**config.mk**
```make
export PLATFORM = sky130hd
export DESIGN_NAME = servo_bus_frame_receiver_core
export DESIGN_NICKNAME = d
export VERILOG_FILES = /design/src/sbfr_pkg.sv /design/src/sbfr_front.sv /design/src/sbfr_queue.sv /design/src/sbfr_back.sv /design/src/servo_bus_frame_receiver_core.sv
export SDC_FILE = /design/constraint.sdc
export NUM_CORES = 1
export LEC_CHECK = 0
export ABC_CLOCK_PERIOD_IN_PS = 5200
export BUFFER_PORTS_ARGS = -buffer_cell sky130_fd_sc_hd__clkbuf_2
export CELL_PAD_IN_SITES_DETAIL_PLACEMENT = 2
export CELL_PAD_IN_SITES_GLOBAL_PLACEMENT = 2
export CORE_ASPECT_RATIO = 0.6
export CORE_MARGIN = 1
export CORE_UTILIZATION = 40
export DETAILED_ROUTE_END_ITERATION = 8
export GPL_ROUTABILITY_DRIVEN = 0
export GPL_TIMING_DRIVEN = 0
export HOLD_SLACK_MARGIN = 0.08
export PLACE_DENSITY_LB_ADDON = 0.1
export SLEW_MARGIN = 25
export SYNTH_ARGS = -nofsm -noshare
export SYNTH_HDL_FRONTEND = slang
export SYNTH_SLANG_ARGS = --single-unit
```
**constraint.sdc**
```tcl
create_clock -name clock -period 5.2 [get_ports clock]
set_clock_uncertainty 0.15 [all_clocks]
set_input_delay 0.26 -clock clock [delete_from_list [all_inputs] [get_ports clock]]
set_output_delay 0.26 -clock clock [all_outputs]
set_load 0.05 [all_outputs]
```
**src/sbfr_pkg.sv**
```systemverilog
// ----------------------------------------------------------------------------
// sbfr_pkg
// shared types and constants of the servo bus frame receiver
// ----------------------------------------------------------------------------
package sbfr_pkg;

   // payload storage and frame length limits
   localparam int MAX_PAYLOAD = 5;
   localparam int STORE_DEPTH = 5;
   localparam int PAY_CAP     = (MAX_PAYLOAD < STORE_DEPTH) ? MAX_PAYLOAD : STORE_DEPTH;
   localparam int LEN_CAP     = PAY_CAP + 2;
   localparam int MIN_LENGTH  = 3;

   // frame queue between the parser and the result sequencer
   localparam int QUEUE_DEPTH = 2;
   localparam int QPTR_W      = $clog2(QUEUE_DEPTH);
   localparam int QCNT_W      = $clog2(QUEUE_DEPTH + 1);

   // configuration register indexes
   localparam int CSR_IDX_W       = 1;
   localparam int CSR_DATA_W      = 8;
   localparam logic [CSR_IDX_W-1:0] CSR_HEADER_BYTE = 1'd0;
   localparam logic [CSR_IDX_W-1:0] CSR_MAX_LENGTH  = 1'd1;

   // register reset values
   localparam logic [7:0] HEADER_RESET  = 8'h55;
   localparam logic [2:0] MAX_LEN_RESET = 3'd7;

   // frame status codes
   localparam logic STATUS_GOOD = 1'b0;
   localparam logic STATUS_BAD  = 1'b1;

   typedef logic [7:0] byte_type;

   // one parsed frame, handed from the parser to the sequencer
   typedef struct packed {
      byte_type [STORE_DEPTH-1:0] payload;
      logic [2:0]                 count;
      byte_type                   id;
      logic                       status;
   } frame_rec_type;

endpackage

```
**src/sbfr_front.sv**
```systemverilog
// ----------------------------------------------------------------------------
// sbfr_front
// header hunt, frame field capture and running checksum
// ----------------------------------------------------------------------------
module sbfr_front
   import sbfr_pkg::*;
(
   input  logic                  clock,
   input  logic                  reset,
   input  logic                  csr_we,
   input  logic [CSR_IDX_W-1:0]  csr_index,
   input  logic [CSR_DATA_W-1:0] csr_wdata,
   input  logic                  req_tvalid,
   output logic                  req_tready,
   input  byte_type              rx_byte,
   input  logic                  q_full,
   output logic                  push,
   output frame_rec_type         push_rec
);

   logic [2:0]                    max_len_ff, max_len_in;
   logic                          seen_ff, seen_in;
   logic                          in_frame_ff, in_frame_in;
   logic [3:0]                    pos_ff, pos_in;
   logic [2:0]                    len_ff, len_in;
   byte_type                      id_ff, id_in;
   byte_type                      sum_ff, sum_in;
   byte_type [STORE_DEPTH-1:0]    store_ff, store_in;
   byte_type                      header_byte_ff, header_byte_in;

   logic       accept;
   logic       at_end;
   logic [2:0] limit;
   logic [3:0] store_idx;
   logic       bad_sum;

   // checksum byte position reached
   assign at_end = in_frame_ff && (pos_ff >= 4'd4)
                   && ({1'b0, pos_ff} >= ({2'b00, len_ff} + 5'd2));
   assign req_tready = !(at_end && q_full);
   assign accept     = req_tvalid && req_tready;

   assign limit     = (max_len_ff < 3'(LEN_CAP)) ? max_len_ff : 3'(LEN_CAP);
   assign store_idx = pos_ff - 4'd4;
   assign bad_sum   = (~sum_ff) != rx_byte;

   // frame record towards the queue
   assign push             = accept && at_end;
   assign push_rec.payload = store_ff;
   assign push_rec.id      = id_ff;
   assign push_rec.status  = bad_sum ? STATUS_BAD : STATUS_GOOD;
   assign push_rec.count   = bad_sum ? 3'd1 : (len_ff - 3'd2);

   // configuration writes
   always_comb begin
      header_byte_in = header_byte_ff;
      max_len_in     = max_len_ff;
      if (csr_we) begin
         case (csr_index)
            CSR_HEADER_BYTE: header_byte_in = csr_wdata;
            CSR_MAX_LENGTH:  max_len_in     = csr_wdata[2:0];
            default:         ;
         endcase
      end
   end

   // byte parser
   always_comb begin
      seen_in     = seen_ff;
      in_frame_in = in_frame_ff;
      pos_in      = pos_ff;
      len_in      = len_ff;
      id_in       = id_ff;
      sum_in      = sum_ff;
      store_in    = store_ff;
      if (accept) begin
         if (!in_frame_ff) begin
            if (rx_byte == header_byte_ff) begin
               if (seen_ff) begin
                  seen_in     = 1'b0;
                  in_frame_in = 1'b1;
                  pos_in      = 4'd2;
                  sum_in      = '0;
               end else begin
                  seen_in = 1'b1;
               end
            end else begin
               seen_in = 1'b0;
            end
         end else if (pos_ff == 4'd2) begin
            id_in  = rx_byte;
            sum_in = sum_ff + rx_byte;
            pos_in = 4'd3;
         end else if (pos_ff == 4'd3) begin
            if ((rx_byte < 8'(MIN_LENGTH)) || (rx_byte > {5'b0, limit})) begin
               seen_in     = 1'b0;
               in_frame_in = 1'b0;
               pos_in      = '0;
               sum_in      = '0;
            end else begin
               len_in = rx_byte[2:0];
               sum_in = sum_ff + rx_byte;
               pos_in = 4'd4;
            end
         end else if (at_end) begin
            seen_in     = 1'b0;
            in_frame_in = 1'b0;
            pos_in      = '0;
            sum_in      = '0;
         end else begin
            if (store_idx < 4'(STORE_DEPTH)) begin
               store_in[store_idx[2:0]] = rx_byte;
            end
            sum_in = sum_ff + rx_byte;
            pos_in = pos_ff + 4'd1;
         end
      end
   end

   // control state
   always_ff @(posedge clock) begin
      if (reset) begin
         header_byte_ff <= HEADER_RESET;
         max_len_ff     <= MAX_LEN_RESET;
         seen_ff        <= 1'b0;
         in_frame_ff    <= 1'b0;
         pos_ff         <= '0;
         len_ff         <= 3'd2;
         id_ff          <= '0;
         sum_ff         <= '0;
      end else begin
         header_byte_ff <= header_byte_in;
         max_len_ff     <= max_len_in;
         seen_ff        <= seen_in;
         in_frame_ff    <= in_frame_in;
         pos_ff         <= pos_in;
         len_ff         <= len_in;
         id_ff          <= id_in;
         sum_ff         <= sum_in;
      end
   end

   // payload bytes of the current frame
   always_ff @(posedge clock) begin
      store_ff <= store_in;
   end

endmodule

```
**src/sbfr_queue.sv**
```systemverilog
// ----------------------------------------------------------------------------
// sbfr_queue
// short queue of parsed frames between parser and sequencer
// ----------------------------------------------------------------------------
module sbfr_queue
   import sbfr_pkg::*;
(
   input  logic          clock,
   input  logic          reset,
   input  logic          push,
   input  frame_rec_type push_rec,
   input  logic          pop,
   output logic          full,
   output logic          not_empty,
   output frame_rec_type head
);

   frame_rec_type [QUEUE_DEPTH-1:0] entries_ff, entries_in;
   logic [QPTR_W-1:0]               wr_ptr_ff, wr_ptr_in;
   logic [QPTR_W-1:0]               rd_ptr_ff, rd_ptr_in;
   logic [QCNT_W-1:0]               count_ff, count_in;

   assign full      = count_ff == QCNT_W'(QUEUE_DEPTH);
   assign not_empty = count_ff != '0;
   assign head      = entries_ff[rd_ptr_ff];

   // entry write, pointers and fill count
   always_comb begin
      entries_in = entries_ff;
      wr_ptr_in  = wr_ptr_ff;
      rd_ptr_in  = rd_ptr_ff;
      count_in   = count_ff;
      if (push) begin
         entries_in[wr_ptr_ff] = push_rec;
         wr_ptr_in = (wr_ptr_ff == QPTR_W'(QUEUE_DEPTH - 1)) ? '0 : wr_ptr_ff + 1'b1;
      end
      if (pop) begin
         rd_ptr_in = (rd_ptr_ff == QPTR_W'(QUEUE_DEPTH - 1)) ? '0 : rd_ptr_ff + 1'b1;
      end
      case ({push, pop})
         2'b10:   count_in = count_ff + 1'b1;
         2'b01:   count_in = count_ff - 1'b1;
         default: count_in = count_ff;
      endcase
   end

   always_ff @(posedge clock) begin
      if (reset) begin
         wr_ptr_ff <= '0;
         rd_ptr_ff <= '0;
         count_ff  <= '0;
      end else begin
         wr_ptr_ff <= wr_ptr_in;
         rd_ptr_ff <= rd_ptr_in;
         count_ff  <= count_in;
      end
   end

   // frame records
   always_ff @(posedge clock) begin
      entries_ff <= entries_in;
   end

endmodule

```
**src/sbfr_back.sv**
```systemverilog
// ----------------------------------------------------------------------------
// sbfr_back
// result sequencer: one result per payload byte, or one error result
// ----------------------------------------------------------------------------
module sbfr_back
   import sbfr_pkg::*;
(
   input  logic          clock,
   input  logic          reset,
   input  logic          not_empty,
   input  frame_rec_type head,
   output logic          pop,
   output logic          rsp_tvalid,
   input  logic          rsp_tready,
   output byte_type      payload_byte,
   output logic [2:0]    payload_index,
   output byte_type      servo_id,
   output logic          frame_status,
   output logic          last_of_frame
);

   logic [2:0] k_ff, k_in;
   logic       xfer;

   assign rsp_tvalid    = not_empty;
   assign last_of_frame = k_ff == (head.count - 3'd1);
   assign frame_status  = head.status;
   assign servo_id      = head.id;
   assign payload_index = k_ff;
   assign payload_byte  = (head.status == STATUS_BAD) ? 8'h00 : head.payload[k_ff];

   assign xfer = rsp_tvalid && rsp_tready;
   assign pop  = xfer && last_of_frame;

   // result counter within the frame
   always_comb begin
      k_in = k_ff;
      if (xfer) begin
         k_in = last_of_frame ? 3'd0 : k_ff + 3'd1;
      end
   end

   always_ff @(posedge clock) begin
      if (reset) begin
         k_ff <= '0;
      end else begin
         k_ff <= k_in;
      end
   end

endmodule

```
**src/servo_bus_frame_receiver_core.sv**
```systemverilog
// a frame's first result is offered the cycle after its checksum byte if no earlier frame is queued
// throughput: one byte per cycle in; with rsp_tready high, one result per cycle out, back to back
// the parser stalls only on a checksum byte while both frame queue slots are occupied
// reset: synchronous, active high; clears hunt, frame and queue state, header 0x55, max length 7
// ----------------------------------------------------------------------------
// servo_bus_frame_receiver_core
// servo bus frame receiver: parser, frame queue and result sequencer
// ----------------------------------------------------------------------------
module servo_bus_frame_receiver_core
   import sbfr_pkg::*;
(
   input  logic                  clock,
   input  logic                  reset,
   // configuration writes
   input  logic                  csr_we,
   input  logic [CSR_IDX_W-1:0]  csr_index,
   input  logic [CSR_DATA_W-1:0] csr_wdata,
   // received bytes
   input  logic                  req_tvalid,
   output logic                  req_tready,
   input  logic [7:0]            req_tdata,   // [7:0] rx_byte
   // results
   output logic                  rsp_tvalid,
   input  logic                  rsp_tready,
   output logic [23:0]           rsp_tdata,   // [7:0] payload_byte, [10:8] payload_index,
                                              // [18:11] servo_id, [23:19] zero
   output logic                  rsp_tuser,   // [0] frame_status
   output logic                  rsp_tlast
);

   logic          push, pop, q_full, q_not_empty;
   frame_rec_type push_rec, head;
   byte_type      payload_byte, servo_id;
   logic [2:0]    payload_index;

   // parser
   sbfr_front u_front (
      .clock      (clock),
      .reset      (reset),
      .csr_we     (csr_we),
      .csr_index  (csr_index),
      .csr_wdata  (csr_wdata),
      .req_tvalid (req_tvalid),
      .req_tready (req_tready),
      .rx_byte    (req_tdata),
      .q_full     (q_full),
      .push       (push),
      .push_rec   (push_rec)
   );

   // frame queue
   sbfr_queue u_queue (
      .clock     (clock),
      .reset     (reset),
      .push      (push),
      .push_rec  (push_rec),
      .pop       (pop),
      .full      (q_full),
      .not_empty (q_not_empty),
      .head      (head)
   );

   // result sequencer
   sbfr_back u_back (
      .clock         (clock),
      .reset         (reset),
      .not_empty     (q_not_empty),
      .head          (head),
      .pop           (pop),
      .rsp_tvalid    (rsp_tvalid),
      .rsp_tready    (rsp_tready),
      .payload_byte  (payload_byte),
      .payload_index (payload_index),
      .servo_id      (servo_id),
      .frame_status  (rsp_tuser),
      .last_of_frame (rsp_tlast)
   );

   assign rsp_tdata = {5'b0, servo_id, payload_index, payload_byte};

endmodule
```
* Word level (Yosys, flattened, before mapping) *
Index checks and enable logic that the tools add are counted.

word-level totals
  register bits after elaboration = 187
  bits of input ports = 22
  output and inout bits = 28

cells by class
  $add $sub $neg = 11
  magnitude comparators = 12
  equal/unequal tests = 11
  mux-type cells = 46
  bitwise gates (word level) = 6
  reduce and logical (&&, ||, !) cells = 22

operator list
  kind                                                number
  2-to-1 mux 52 bit                                   3
  bitwise mux 104 bit                                 1
  2-to-1 mux 8 bit                                    10
  demux 52 bit (select 1 bit)                         1
  bitwise mux 40 bit                                  1
  binary-select mux 8 bit (select 3 bit)              1
  demux 8 bit (select 3 bit)                          1
  2-to-1 mux 4 bit                                    6
  2-to-1 mux 1 bit                                    17
  2-to-1 mux 3 bit                                    4
  logical AND 1 bit                                   9
  adder 8 bit                                         1
  == test 4 x 2 -> 1 bit, second input constant       2
  == test 8 bit                                       1
  > comparator 8 x 3 -> 1 bit                         1
  < comparator 3 x 4 -> 1 bit, second input constant  2
  < comparator 8 x 2 -> 1 bit, second input constant  1
  inequality test 8 bit                               1
  NOT 8 bit                                           1
  nonzero test 2 bit                                  4
  inequality test 3 bit, second input constant        2
  AND reduction 3 bit                                 2
  AND reduction 6 bit                                 1
  >= comparator 4 x 5 -> 1 bit                        1
  other kinds (26)                                    34

* Logic depth before layout (Yosys ltp) *
Gate-level depths: netlist of run 1.

  depth in word-level cells = 9
  gate-level depth with buffers = 14
  depth with buffers taken out = 11

* Modules after synthesis *
A second synthesis of run 1 with hierarchy kept.

second synthesis, totals
  cell total of the unflattened synthesis = 531
  area, all modules = 7,936.4 um^2

modules (own cells, without submodules)
  module                         instances  cells each  area an instance (um^2)  sequential area each (um^2)
  sbfr_queue                     1          182         3,925.0                  3,203.1
  sbfr_front                     1          284         3,347.0                  1,921.8
  sbfr_back                      1          59          623.1                    60.1
  servo_bus_frame_receiver_core  1          6           41.3                     0.0

* Worst setup path after synthesis of run 1 *
No wires, ideal clock.

  path type = register -> register
  start point = register u_front.len_ff[1]
  end point = register u_queue.entries_ff[0] (netlist bit), enable pin
  library setup time = 0.462 ns
  arrival time = 4.312 ns
  data required time = 4.588 ns
  path slack = 0.276 ns
  cell stages (with the launch flop) = 9
  buffers on the path = 0
  cells stage by stage = dfxtp_1 > ha_1 > inv_1 > ha_1 > o21ai_0 > nor2b_1 > or3_1 > nand3_1 > nor2_1

between the ends
  longest elaborated chain between the ends = 7

RTL lines
  what                          RTL line                             source
  from (decl)                   sbfr_front.sv:25                     logic [2:0] len_ff, len_in;
  from (signal assigned)        sbfr_front.sv:137                    len_ff <= len_in;
  adder 3 x 2 -> 4 bit          sbfr_front.sv:39                     && ({1'b0, pos_ff} >= ({2'b00, len_ff} + 5'd2));
  >= comparator 4 x 5 -> 1 bit  sbfr_front.sv:39
  logical AND 1 bit             sbfr_front.sv:39
  logical AND 1 bit             sbfr_front.sv:40                     assign req_tready = !(at_end && q_full);
  logical NOT 1 bit             sbfr_front.sv:40
  named net req_tready          servo_bus_frame_receiver_core.sv:20  output logic req_tready,
  logical AND 1 bit             sbfr_front.sv:41                     assign accept = req_tvalid && req_tready;
  logical AND 1 bit             sbfr_front.sv:48                     assign push = accept && at_end;
  to (signal assigned)          sbfr_queue.sv:61                     entries_ff <= entries_in;
  to (decl)                     sbfr_queue.sv:18                     frame_rec_type [QUEUE_DEPTH-1:0] entries_ff, entries_in;

The timed path passes the listed nets, and every way through them passes these cells.
A chain may end at the register's enable or synchronous reset.

* Worst setup path after layout of run 1 *
  start point = register u_queue.rd_ptr_ff
  end point = register u_queue.count_ff[1]

between the ends
  longest elaborated chain between the ends = 7
  elaborated cells on any way between the ends = 9
  classes of those cells = 1 x add/sub; 3 x eq/ne; 3 x mux; 2 x reduce/logical

RTL lines
  what                                                                   RTL line                             source
  from (decl)                                                            sbfr_queue.sv:20                     logic [QPTR_W-1:0] rd_ptr_ff, rd_ptr_in;
  from (signal assigned)                                                 sbfr_queue.sv:54                     rd_ptr_ff <= rd_ptr_in;
  2-to-1 mux 52 bit (implied by the code) (*) (2 in a row)               sbfr_queue.sv:25                     assign head = entries_ff[rd_ptr_ff];
  subtractor 3 x 1 -> 3 bit (*)                                          sbfr_back.sv:26                      assign last_of_frame = k_ff == (head.count - 3'd1);
  == test 3 bit (*)                                                      sbfr_back.sv:26
  logical AND 1 bit (*)                                                  sbfr_back.sv:33                      assign pop = xfer && last_of_frame;
  named net pop                                                          servo_bus_frame_receiver_core.sv:31  logic push, pop, q_full, q_not_empty;
  == test 2 x 1 -> 1 bit or == test 2 bit (tied branches)                sbfr_queue.sv:40                     case ({push, pop})
  case mux 2 bit (2 select lines) or nonzero test 2 bit (tied branches)  -
  to (signal assigned)                                                   sbfr_queue.sv:55                     count_ff <= count_in;
  to (decl)                                                              sbfr_queue.sv:21                     logic [QCNT_W-1:0] count_ff, count_in;

Mark *: on every way through the listed nets, which the timed path passes. The rest lies on a longest branch. The select of a mux whose other input is x is not followed.

==> results.toml, run 1 <==
[setup_path]
crit_type = "flip-flop to flip-flop"
slowest_delay_ns = 0.40
crit_path_max_fanout = 10
cp-end-kind = "flip-flop"
start_kind = "flip-flop"
cpMostUsedCell = "buf_2"
worstPathRequired_ns = 5.42
cp_cell_sequence = "buf_6 > buf_2 > buf_2 > buf_2 > mux2i_1 > ha_1 > xor2_1 > xnor2_1 > nor3_2 > and3_1 > ha_1 > or3_1 > a21oi_1"
cp_top_family = "buffers and inverters"
critPathArrivalTime_ns = 4.37
slowest_stage = "buf_2"
cp_num_buf_inv = 4

[sta]
slew_headroom = 0.319
hold_viol = 0
timing.fmax_mhz = 241
tightestPinTransition_ns = 1.02
rsz0062_at_grt = "false"
period_share = 0.799
setup_viol = 0
min_period_ns = 4.15
final_max_slew_viol_count = 0

[worst_hold_path]
hp-class = "input port to flip-flop"

[power]
p_switching_w = 0.000663
vdd_ir_drop_max_uv = 234
p_seq_frac = 0.509
power_density_nw_per_um2 = 338
p_leak_nw = 3.27
power_frac_comb = 0.030
clock_power_share = 0.461
power.internal_w = 0.00248
power_w = 0.00314
switching_share = 0.211

[clocking]
clock_sinks = 187
numCtsBuffers = 17
cts_tree = "yes"
path_clk_slew_ns = 0.07
clock_latency_ns = 0.45
htree_levels = 4
clockBufferDepth = 2
cts_setup_buffers = 0
cts_root_buf = "clkbuf_16"

[logic_synthesis]
synth.most_common_cell = "edfxtp_1"
synth_ff_type = "edfxtp_1"
synthDistinctLibCells = 55
yosys_warnings = 0
synth_seq_cells = 187
synth_commonest_cells = "144 x edfxtp_1, 43 x dfxtp_1, 36 x nand2_1"
yosys.area.top_type_share = 0.553
yosysSeqAreaShare = 0.663
synth_cells = 535
synth.cell_area_um2 = 7820
synth_edf_count = 144
synth_top_cells_by_area = "edfxtp_1 55%, dfxtp_1 11%, mux4_2 4.6%, ha_1 3.7%, mux2i_1 3.3%"
ys_async_sr_fraction = 0
synth_area_per_cell_um2 = 14.6
yosysTopAreaCell = "edfxtp_1"

[placed_design]
placedCellCount = 855
dp_hpwl_um = 15800
placement.io_buffers = 43

[cells_and_area]
antennaDiodeCount = 0
num-nets-final = 666
fill_cells = 1804
multi_input_area_um2 = 2500
final_cell_count_no_fill = 899
area_growth_pct = 19.0
layout-drive-gt1-share = 0.210
seq_area_um2 = 5180

[floorplanning]
die_w_um = 183
die_h_um = 110
num_rows = 39
coreArea_um2 = 19100
die_area_um2 = 20100
start_util = 0.410
num_io_pins = 50

[route]
routedWlPerCell_um = 25.8
drc = 0
drt-vias-per-instance = 5.47
num_vias = 4915
first_pass_iters = 4
drt-total-wl_um = 23200
first_iter_violations = 311
drtAntennaViolNets = 0

[grt]
grt_pass1_wl_um = 33900
grt_use_total = 0.242
grt_pass1_vias = 5335
antenna_found_initial = 0
grt_overflow_total = 0
grt_max_degree = 21

[outcome]
status = "complete, no violations"

[run]
drv_cap = 0
==> state kept, by name (all words and copies together), names as in the netlist, 4 cells and up <==
signal and count:
u_queue.entries_ff 104, u_front.sum_ff 8, u_front.id_ff 8, u_front.pos_ff 4
u_front.push_rec 40, u_front.header_byte_ff 8
==> final timing paths <==
kind                         from                      end  slack, ns  depth (start not counted)
max             u_queue.rd_ptr_ff      u_queue.count_ff[1]       1.05                         13
min                    rsp_tready  u_back.payload_index[1]       0.11                          4
max reg2reg     u_queue.rd_ptr_ff      u_queue.count_ff[1]       1.05                         13
min reg2reg  u_front.push_rec[36]   u_queue.entries_ff[36]       0.30                          0
==> layout by cell type, fill, tap and decap left out, types with 3 or more instances in the layout <==
| cell type | count |
|---|---|
| clkinv_1 | 3 |
| o22a_1 | 8 |
| or3_1 | 4 |
| buf_4 | 6 |
| ha_1 | 23 |
| nand2_1 | 36 |
| edfxtp_1 | 144 |
| buf_16 | 4 |
| nor4_2 | 3 |
| a211oi_1 | 4 |
| or2_2 | 4 |
| o21ai_0 | 12 |
| clkbuf_1 | 8 |
| nand3_1 | 13 |
| buf_2 | 8 |
| conb_1 | 5 |
| a211o_1 | 8 |
| nor2b_1 | 10 |
| dlygate4sd3_1 | 12 |
| nor3_1 | 4 |
| o31ai_1 | 3 |
| mux2_2 | 9 |
| clkbuf_16 | 17 |
| clkbuf_2 | 43 |
| mux4_2 | 16 |
| a21oi_1 | 29 |
| xnor2_1 | 9 |
| nor2_1 | 29 |
| dfxtp_1 | 43 |
| mux2i_1 | 26 |
| inv_1 | 15 |
| clkinvlp_4 | 4 |
| bufinv_16 | 5 |
| a21o_1 | 4 |
| nand2b_1 | 4 |
| nor2_4 | 3 |
| and3_1 | 10 |
| xor2_1 | 13 |
==> power by group through the flow <==
stage	combinational (W)	clock, W	sequential [W]
after floorplan	0.0000459	0	0.00163
after global placement	0.0000809	0	0.00163
after detailed placement	0.0000851	0	0.00163
after CTS	0.0000941	0.00147	0.00160
after global routing	0.000102	0.00152	0.00160
final	0.0000959	0.00145	0.00160
==> area by class of cell <==
| class | count | area share |
|---|---|---|
| inverter | 16 | 0.00646 |
| clock inverter | 15 | 0.0238 |
| tap | 266 | 0.0358 |
| sequential | 187 | 0.557 |
| clock buffer | 17 | 0.0457 |
| multi-input combinational | 314 | 0.269 |
| buffer | 22 | 0.0128 |
| timing repair buffer | 62 | 0.0495 |
==> per-stage QoR <==
stage / setup TNS, ns / instance area [µm²] / utilization / setup slack [ns] / hold WS (ns)
after detailed placement: 0 / 8540 / 0.447 / 0.971 / 0.286
after CTS: 0 / 9300 / 0.488 / 0.968 / 0.0993
after global routing: 0 / 9300 / 0.488 / 0.673 / 0.0935
final: 0 / 9300 / 0.488 / 1.05 / 0.113
after global placement: -92.32 / 8380 / 0.439 / -0.916 / 0.272
after floorplan: 0 / 7840 / - / 0.276 / 0.209
==> kinds of logic after synthesis <==
kind of cell	synth area share
xor+xnor	0.0246
buf+inv	0.0229
mux	0.0923
other cells	0.000479
flops	0.663
fa+ha+maj	0.0394
compound gates	0.0693
simple gates	0.0881
==> timing repair <==
item / CTS / global route
hold buffers: 12 / 0
resized for setup: 0 / 0
endpoints found under the hold margin: 11 / 0
==> routing by layer <==
metal  global-route usage  routed length, µm  part of all wire  up-vias
met5                    0                  0                 0        -
met4               0.0756                395             0.017        0
met3               0.0654               1510             0.065       31
met2                0.394              10800              0.47      154
met1                0.320              10400              0.45     2546
li1                     -                  -                 -     2184
==> worst reg2reg max path, cell delays in order, from the launching register on <==
cell,delay [ns]
dfxtp_1,0.33
buf_6,0.19
buf_2,0.40
buf_2,0.39
buf_2,0.40
mux2i_1,0.24
ha_1,0.18
xor2_1,0.19
xnor2_1,0.13
nor3_2,0.38
and3_1,0.28
ha_1,0.28
or3_1,0.38
a21oi_1,0.15
No activity file was read; power rests on OpenSTA's default activity.
==> inputs of run 2 (changes only) <==
- ABC_AREA: default -> 1
- ABC_CLOCK_PERIOD_IN_PS: 5200 -> 4350
- clock period: 5.2 -> 4.35 ns (I/O delays scaled with it)
==> results.toml, run 2 <==
[cells_and_area]
layout-drive-gt1-share = 0.154
largest_register_ffs = 104
fill_cells = 1976
area_growth_pct = 18.2
layout_common_cells = "151 x nand2_1, 144 x edfxtp_1, 81 x nor2_1"
antennaDiodeCount = 0
layout_commonest_cell = "nand2_1"
num-nets-final = 860
final_cell_count_no_fill = 1093
top_register = "u_queue.entries_ff"
fin_util = 0.489

[sta]
slew_headroom = 0.299
final_max_slew_viol_count = 0
tightestPinTransition_ns = 1.05
setup_viol = 0
timing.fmax_mhz = 266
whs_ns = 0.0936
finalWorstSetupSlack_ns = 0.586
min_period_ns = 3.76
rsz0062_at_grt = "false"
period_share = 0.865
hold_viol = 0

[grt]
grt_pass1_wl_um = 41000
grt_pass1_vias = 6586
grt_max_degree = 25
antenna_found_initial = 0
grt_overflow_total = 0
grt_use_total = 0.282

[floorplanning]
die_area_um2 = 20500
start_util = 0.414
num_io_pins = 50
num_rows = 39
die_h_um = 111
coreArea_um2 = 19200
die_w_um = 184

[logic_synthesis]
ys_async_sr_fraction = 0
yosysSeqAreaShare = 0.652
synth.most_common_cell = "nand2_1"
synth.cell_area_um2 = 7950
synth_commonest_cells = "151 x nand2_1, 144 x edfxtp_1, 83 x nor2_1"
synth_cells = 728
synthDistinctLibCells = 36
yosys_warnings = 0
yosysTopAreaCell = "edfxtp_1"
synth_edf_count = 144
synth_seq_cells = 187
synth_top_cells_by_area = "edfxtp_1 54%, dfxtp_1 11%, nand2_1 7.1%, nor2_1 3.9%, ha_1 3.6%"
synth_area_per_cell_um2 = 10.9
synth_ff_type = "edfxtp_1"
yosys.area.top_type_share = 0.544

[clocking]
cts_tree = "yes"
cts_root_buf = "clkbuf_16"
htree_levels = 4
path_clk_slew_ns = 0.07
clock_latency_ns = 0.45
numCtsBuffers = 17
clockBufferDepth = 2
clock_sinks = 187
cts_setup_buffers = 0

[run]
drv_cap = 0

[route]
drt-total-wl_um = 26900
drt-vias-per-instance = 5.48
num_vias = 5988
drc = 0
drtAntennaViolNets = 0
first_pass_iters = 5
routedWlPerCell_um = 24.6
first_iter_violations = 505

[placed_design]
dp_hpwl_um = 18200
pre_cts_slack_ns = 0.812
placement.io_buffers = 44
placedCellCount = 1048

[setup_path]
worstPathRequired_ns = 4.55
timing.rr.end = "u_queue.count_ff[1]"
slowest_delay_ns = 0.34
cp.depth = 17
cp_num_buf_inv = 6
crit_path_max_fanout = 10
critPathArrivalTime_ns = 3.96
slowest_stage = "buf_2"
crit_type = "flip-flop to flip-flop"
crit_start = "u_queue.rd_ptr_ff"
reg2reg_depth = 17
start_kind = "flip-flop"
rrSetupSlack_ns = 0.59
cp-end-kind = "flip-flop"
cp_cell_sequence = "buf_2 > buf_2 > buf_2 > mux2i_1 > ha_1 > xnor2_1 > xor2_1 > inv_1 > nor2_2 > nand2_2 > inv_1 > ha_1 > inv_1 > nand2_1 > nor2_1 > o21ai_0 > a21oi_1"
crit_end = "u_queue.count_ff[1]"
cp_top_family = "buffers and inverters"
r2r_start = "u_queue.rd_ptr_ff"

[power]
power_density_nw_per_um2 = 388
p_leak_nw = 3.63
vdd_ir_drop_max_uv = 275

[outcome]
status = "complete, no violations"

[worst_hold_path]
hp-class = "input port to flip-flop"
run 2: cell count changes after synthesis, sizes merged, moves of 9 or more:
cell    previous run  this run
o211ai             0         9
o21ai             13        56
o221ai             0        10
mux2i             26         1
nor2              32        90
and3              10         0
mux4              16         0
nor2b             10         0
inv               15        54
mux2               9         0
nand2             36       155
nand3             13        29
run 2: power breakdown:
group,leakage [nW],total [W],internal (W),switching (W)
Combinational,1.67,0.000127,0.0000400,0.0000875
Clock,0.304,0.00161,0.000904,0.000708
Sequential,1.66,0.00191,0.00191,0.00000502
Total,3.63,0.00365,0.00285,0.000800
run 2: worst min-delay path by stage:
| stage | start | end | slack [ns] | cells after the start |
|---|---|---|---|---|
| final | csr_index | u_front.header_byte_ff[4] | 0.09 | 4 |
| after global routing | req_tdata[7] | u_front.push_rec[35] | 0.13 | 1 |
| after CTS | csr_index | u_front.header_byte_ff[4] | 0.08 | 4 |
| after detailed placement | u_front.push_rec[20] | u_queue.entries_ff[20] | 0.29 | 0 |
| after global placement | u_front.push_rec[49] | u_queue.entries_ff[49] | 0.27 | 0 |
| after floorplan | reset | u_front.len_ff[0] | 0.14 | 1 |
run 2: kinds of logic after synthesis:
logic type                 Yosys count  synth area share
buffers and inverters               84            0.0470
AOI/OAI and AO/OA                  122            0.0871
and+or+nand+nor                    291             0.154
other                                1          0.000471
xor gates and xnor gates            18            0.0198
DFF                                187             0.652
muxes                                1           0.00126
adders and majority gates           24            0.0387
run 2: tightest hold or removal path, delay by kind of cell:
kind	cells	cell delay, ns
buffers and inverters	1	0.09
and+or+nand+nor	3	0.32
run 2: layer usage:
| metal | GRT usage | routed length (µm) |
|---|---|---|
| met3 | 0.0680 | 1920 |
| met4 | 0.0794 | 454 |
| met1 | 0.378 | 11900 |
| met5 | 0 | 0 |
| met2 | 0.453 | 12600 |
run 2: what timing repair did:
item,4_1_cts,5_1_grt
resized for setup,0,0
endpoints found under the hold margin,15,0
setup endpoints to repair,0,0
hold buffers,13,0
run 2: metrics by stage:
step / power [W] / cell area [µm²] / setup TNS, ns
after floorplan: 0.00201 / 7970 / -9.72
after CTS: 0.00366 / 9400 / 0
after global placement: 0.00206 / 8520 / -159.07
after detailed placement: 0.00207 / 8670 / 0
after global routing: 0.00374 / 9400 / 0
final: 0.00365 / 9400 / 0
run 2: cell type report:
type / count / area [µm²] / area share
plain buffers: 30 / 171 / 0.0182
clock buffers: 23 / 520 / 0.0554
clock inverters: 9 / 80.1 / 0.00852
inverters: 54 / 203 / 0.0216
multi-input cells: 461 / 2450 / 0.261
flip-flops and latches: 187 / 5180 / 0.551
well taps: 266 / 333 / 0.0354
repair buffers: 63 / 460 / 0.0490
==> inputs of run 3 (changes only) <==
- ABC_AREA: 1 -> 0
- CORE_UTILIZATION: 40 -> 44
==> results.toml, run 3 (same netlist as run 1, synthesis figures left out) <==
[placed_design]
placedCellCount = 822
placement.io_buffers = 43
dp_hpwl_um = 16100

[sta]
setup_viol = 0
hold_viol = 0
period_share = 0.895
rsz0062_at_grt = "false"
slew_headroom = 0.420
timing.fmax_mhz = 257
min_period_ns = 3.89
final_max_slew_viol_count = 0
tightestPinTransition_ns = 0.870

[route]
first_pass_iters = 5
drtAntennaViolNets = 0
first_iter_violations = 370
drc = 0
drt-vias-per-instance = 5.77
routedWlPerCell_um = 27.6
num_vias = 5000
drt-total-wl_um = 23900

[setup_path]
start_kind = "flip-flop"
worstPathRequired_ns = 4.34
cp_top_family = "simple AND/OR/NAND/NOR gates"
crit_type = "flip-flop to flip-flop"
crit_path_max_fanout = 9
rrSetupSlack_ns = 0.46
slowest_stage = "nor4_2"
slowest_delay_ns = 0.75
cp_num_buf_inv = 2
cpMostUsedCell = "ha_1"
cp-end-kind = "flip-flop"
timing.rr.end = "u_front.push_rec[43]"
cp_cell_sequence = "ha_1 > inv_1 > ha_1 > o21ai_0 > nor2b_1 > o31ai_4 > or2_2 > nor4_2 > buf_4"
r2r_start = "u_front.len_ff[1]"
critPathArrivalTime_ns = 3.88
reg2reg_depth = 9

[grt]
antenna_found_initial = 2
grt_overflow_total = 0
grt_pass1_vias = 5548
grt_pass1_wl_um = 35300
grt_max_degree = 26
grt_use_total = 0.275

[clocking]
clock_latency_ns = 0.44
clockBufferDepth = 2
clock_sinks = 187
cts_root_buf = "clkbuf_16"
path_clk_slew_ns = 0.07
cts_tree = "yes"
numCtsBuffers = 17
htree_levels = 4
cts_repair_resize_count = 0
cts_setup_buffers = 0

[power]
power_w = 0.00365
clock_power_share = 0.444
p_switching_w = 0.000831
switching_share = 0.228
p_leak_nw = 3.25
power.internal_w = 0.00281
power_density_nw_per_um2 = 395
power_frac_comb = 0.032
vdd_ir_drop_max_uv = 286
p_seq_frac = 0.524

[floorplanning]
num_rows = 37
coreArea_um2 = 17300
start_util = 0.453
die_w_um = 174
die_area_um2 = 18300
num_io_pins = 50
die_h_um = 105

[cells_and_area]
top_register = "u_queue.entries_ff"
area_growth_pct = 17.9
layout_commonest_cell = "edfxtp_1"
fin_util = 0.534
layout-drive-gt1-share = 0.209
fill_cells = 1604
final_cell_count_no_fill = 867
largest_register_ffs = 104
layout_common_cells = "144 x edfxtp_1, 43 x clkbuf_2, 43 x dfxtp_1"
num-nets-final = 665

[worst_hold_path]
worstHoldStart = "rsp_tready"
hold_end = "u_back.payload_index[1]"
holdPathStages = 4
hp-class = "input port to flip-flop"

[outcome]
status = "complete, no violations"

[run]
drv_cap = 0
## run 3: per-layer routing
metal	GRT usage	part of all wire
met1	0.360	0.44
met4	0.0952	0.020
met2	0.457	0.48
met3	0.0595	0.059
met5	0	0.00067
## run 3: what timing repair did
item | CTS | global route
setup endpoints to repair | 0 | 1
endpoints found under the hold margin | 11 | 0
hold buffers | 13 | 0
## run 3: power groups by stage
stage               clock, W  sequential [W]  combinational [W]
floorplan                  0         0.00195          0.0000549
global placement           0         0.00195          0.0000979
detailed placement         0         0.00195           0.000103
CTS                  0.00164         0.00191           0.000114
global route         0.00170         0.00191           0.000123
finish               0.00162         0.00191           0.000116
## run 3: layout make-up
class,instances,area (µm²),area share
antenna,1,2.50,0.000271
buffer,21,114,0.0123
clock buffer,20,468,0.0507
clock inverter,12,146,0.0159
inverter,16,60.1,0.00651
multi-input combinational,314,2500,0.271
sequential,187,5180,0.562
tap,234,293,0.0317
timing repair buffer,62,455,0.0494
## run 3: worst max-delay path by stage
| stage | end | cells after the start | start | slack [ns] |
|---|---|---|---|---|
| after global placement | u_queue.entries_ff[16] | 8 | u_front.len_ff[1] | -1.75 |
| after floorplan | u_queue.entries_ff[0] | 8 | u_front.len_ff[1] | -0.57 |
| final | u_front.push_rec[43] | 9 | u_front.len_ff[1] | 0.46 |
| after CTS | u_queue.count_ff[1] | 12 | u_queue.rd_ptr_ff | 0.14 |
| after global routing | u_queue.count_ff[1] | 12 | u_queue.rd_ptr_ff | 0.21 |
| after detailed placement | u_queue.count_ff[1] | 13 | u_queue.rd_ptr_ff | 0.19 |
## run 3: worst register-to-register path: stages (launching register included)
cell and delay [ns]:
dfxtp_1 0.43, ha_1 0.29, inv_1 0.09, ha_1 0.23, o21ai_0 0.27, nor2b_1 0.43, o31ai_4 0.22, or2_2 0.41
nor4_2 0.75, buf_4 0.31
## run 3: stage by stage
| step | cell area (µm²) | setup slack, ns | setup TNS, ns | hold WS, ns |
|---|---|---|---|---|
| after floorplan | 7840 | -0.574 | -59.66 | 0.166 |
| after global placement | 8340 | -1.75 | -179.06 | 0.272 |
| after detailed placement | 8480 | 0.187 | 0 | 0.282 |
| after CTS | 9230 | 0.145 | 0 | 0.0970 |
| after global routing | 9220 | 0.205 | 0 | 0.123 |
| final | 9220 | 0.457 | 0 | 0.105 |
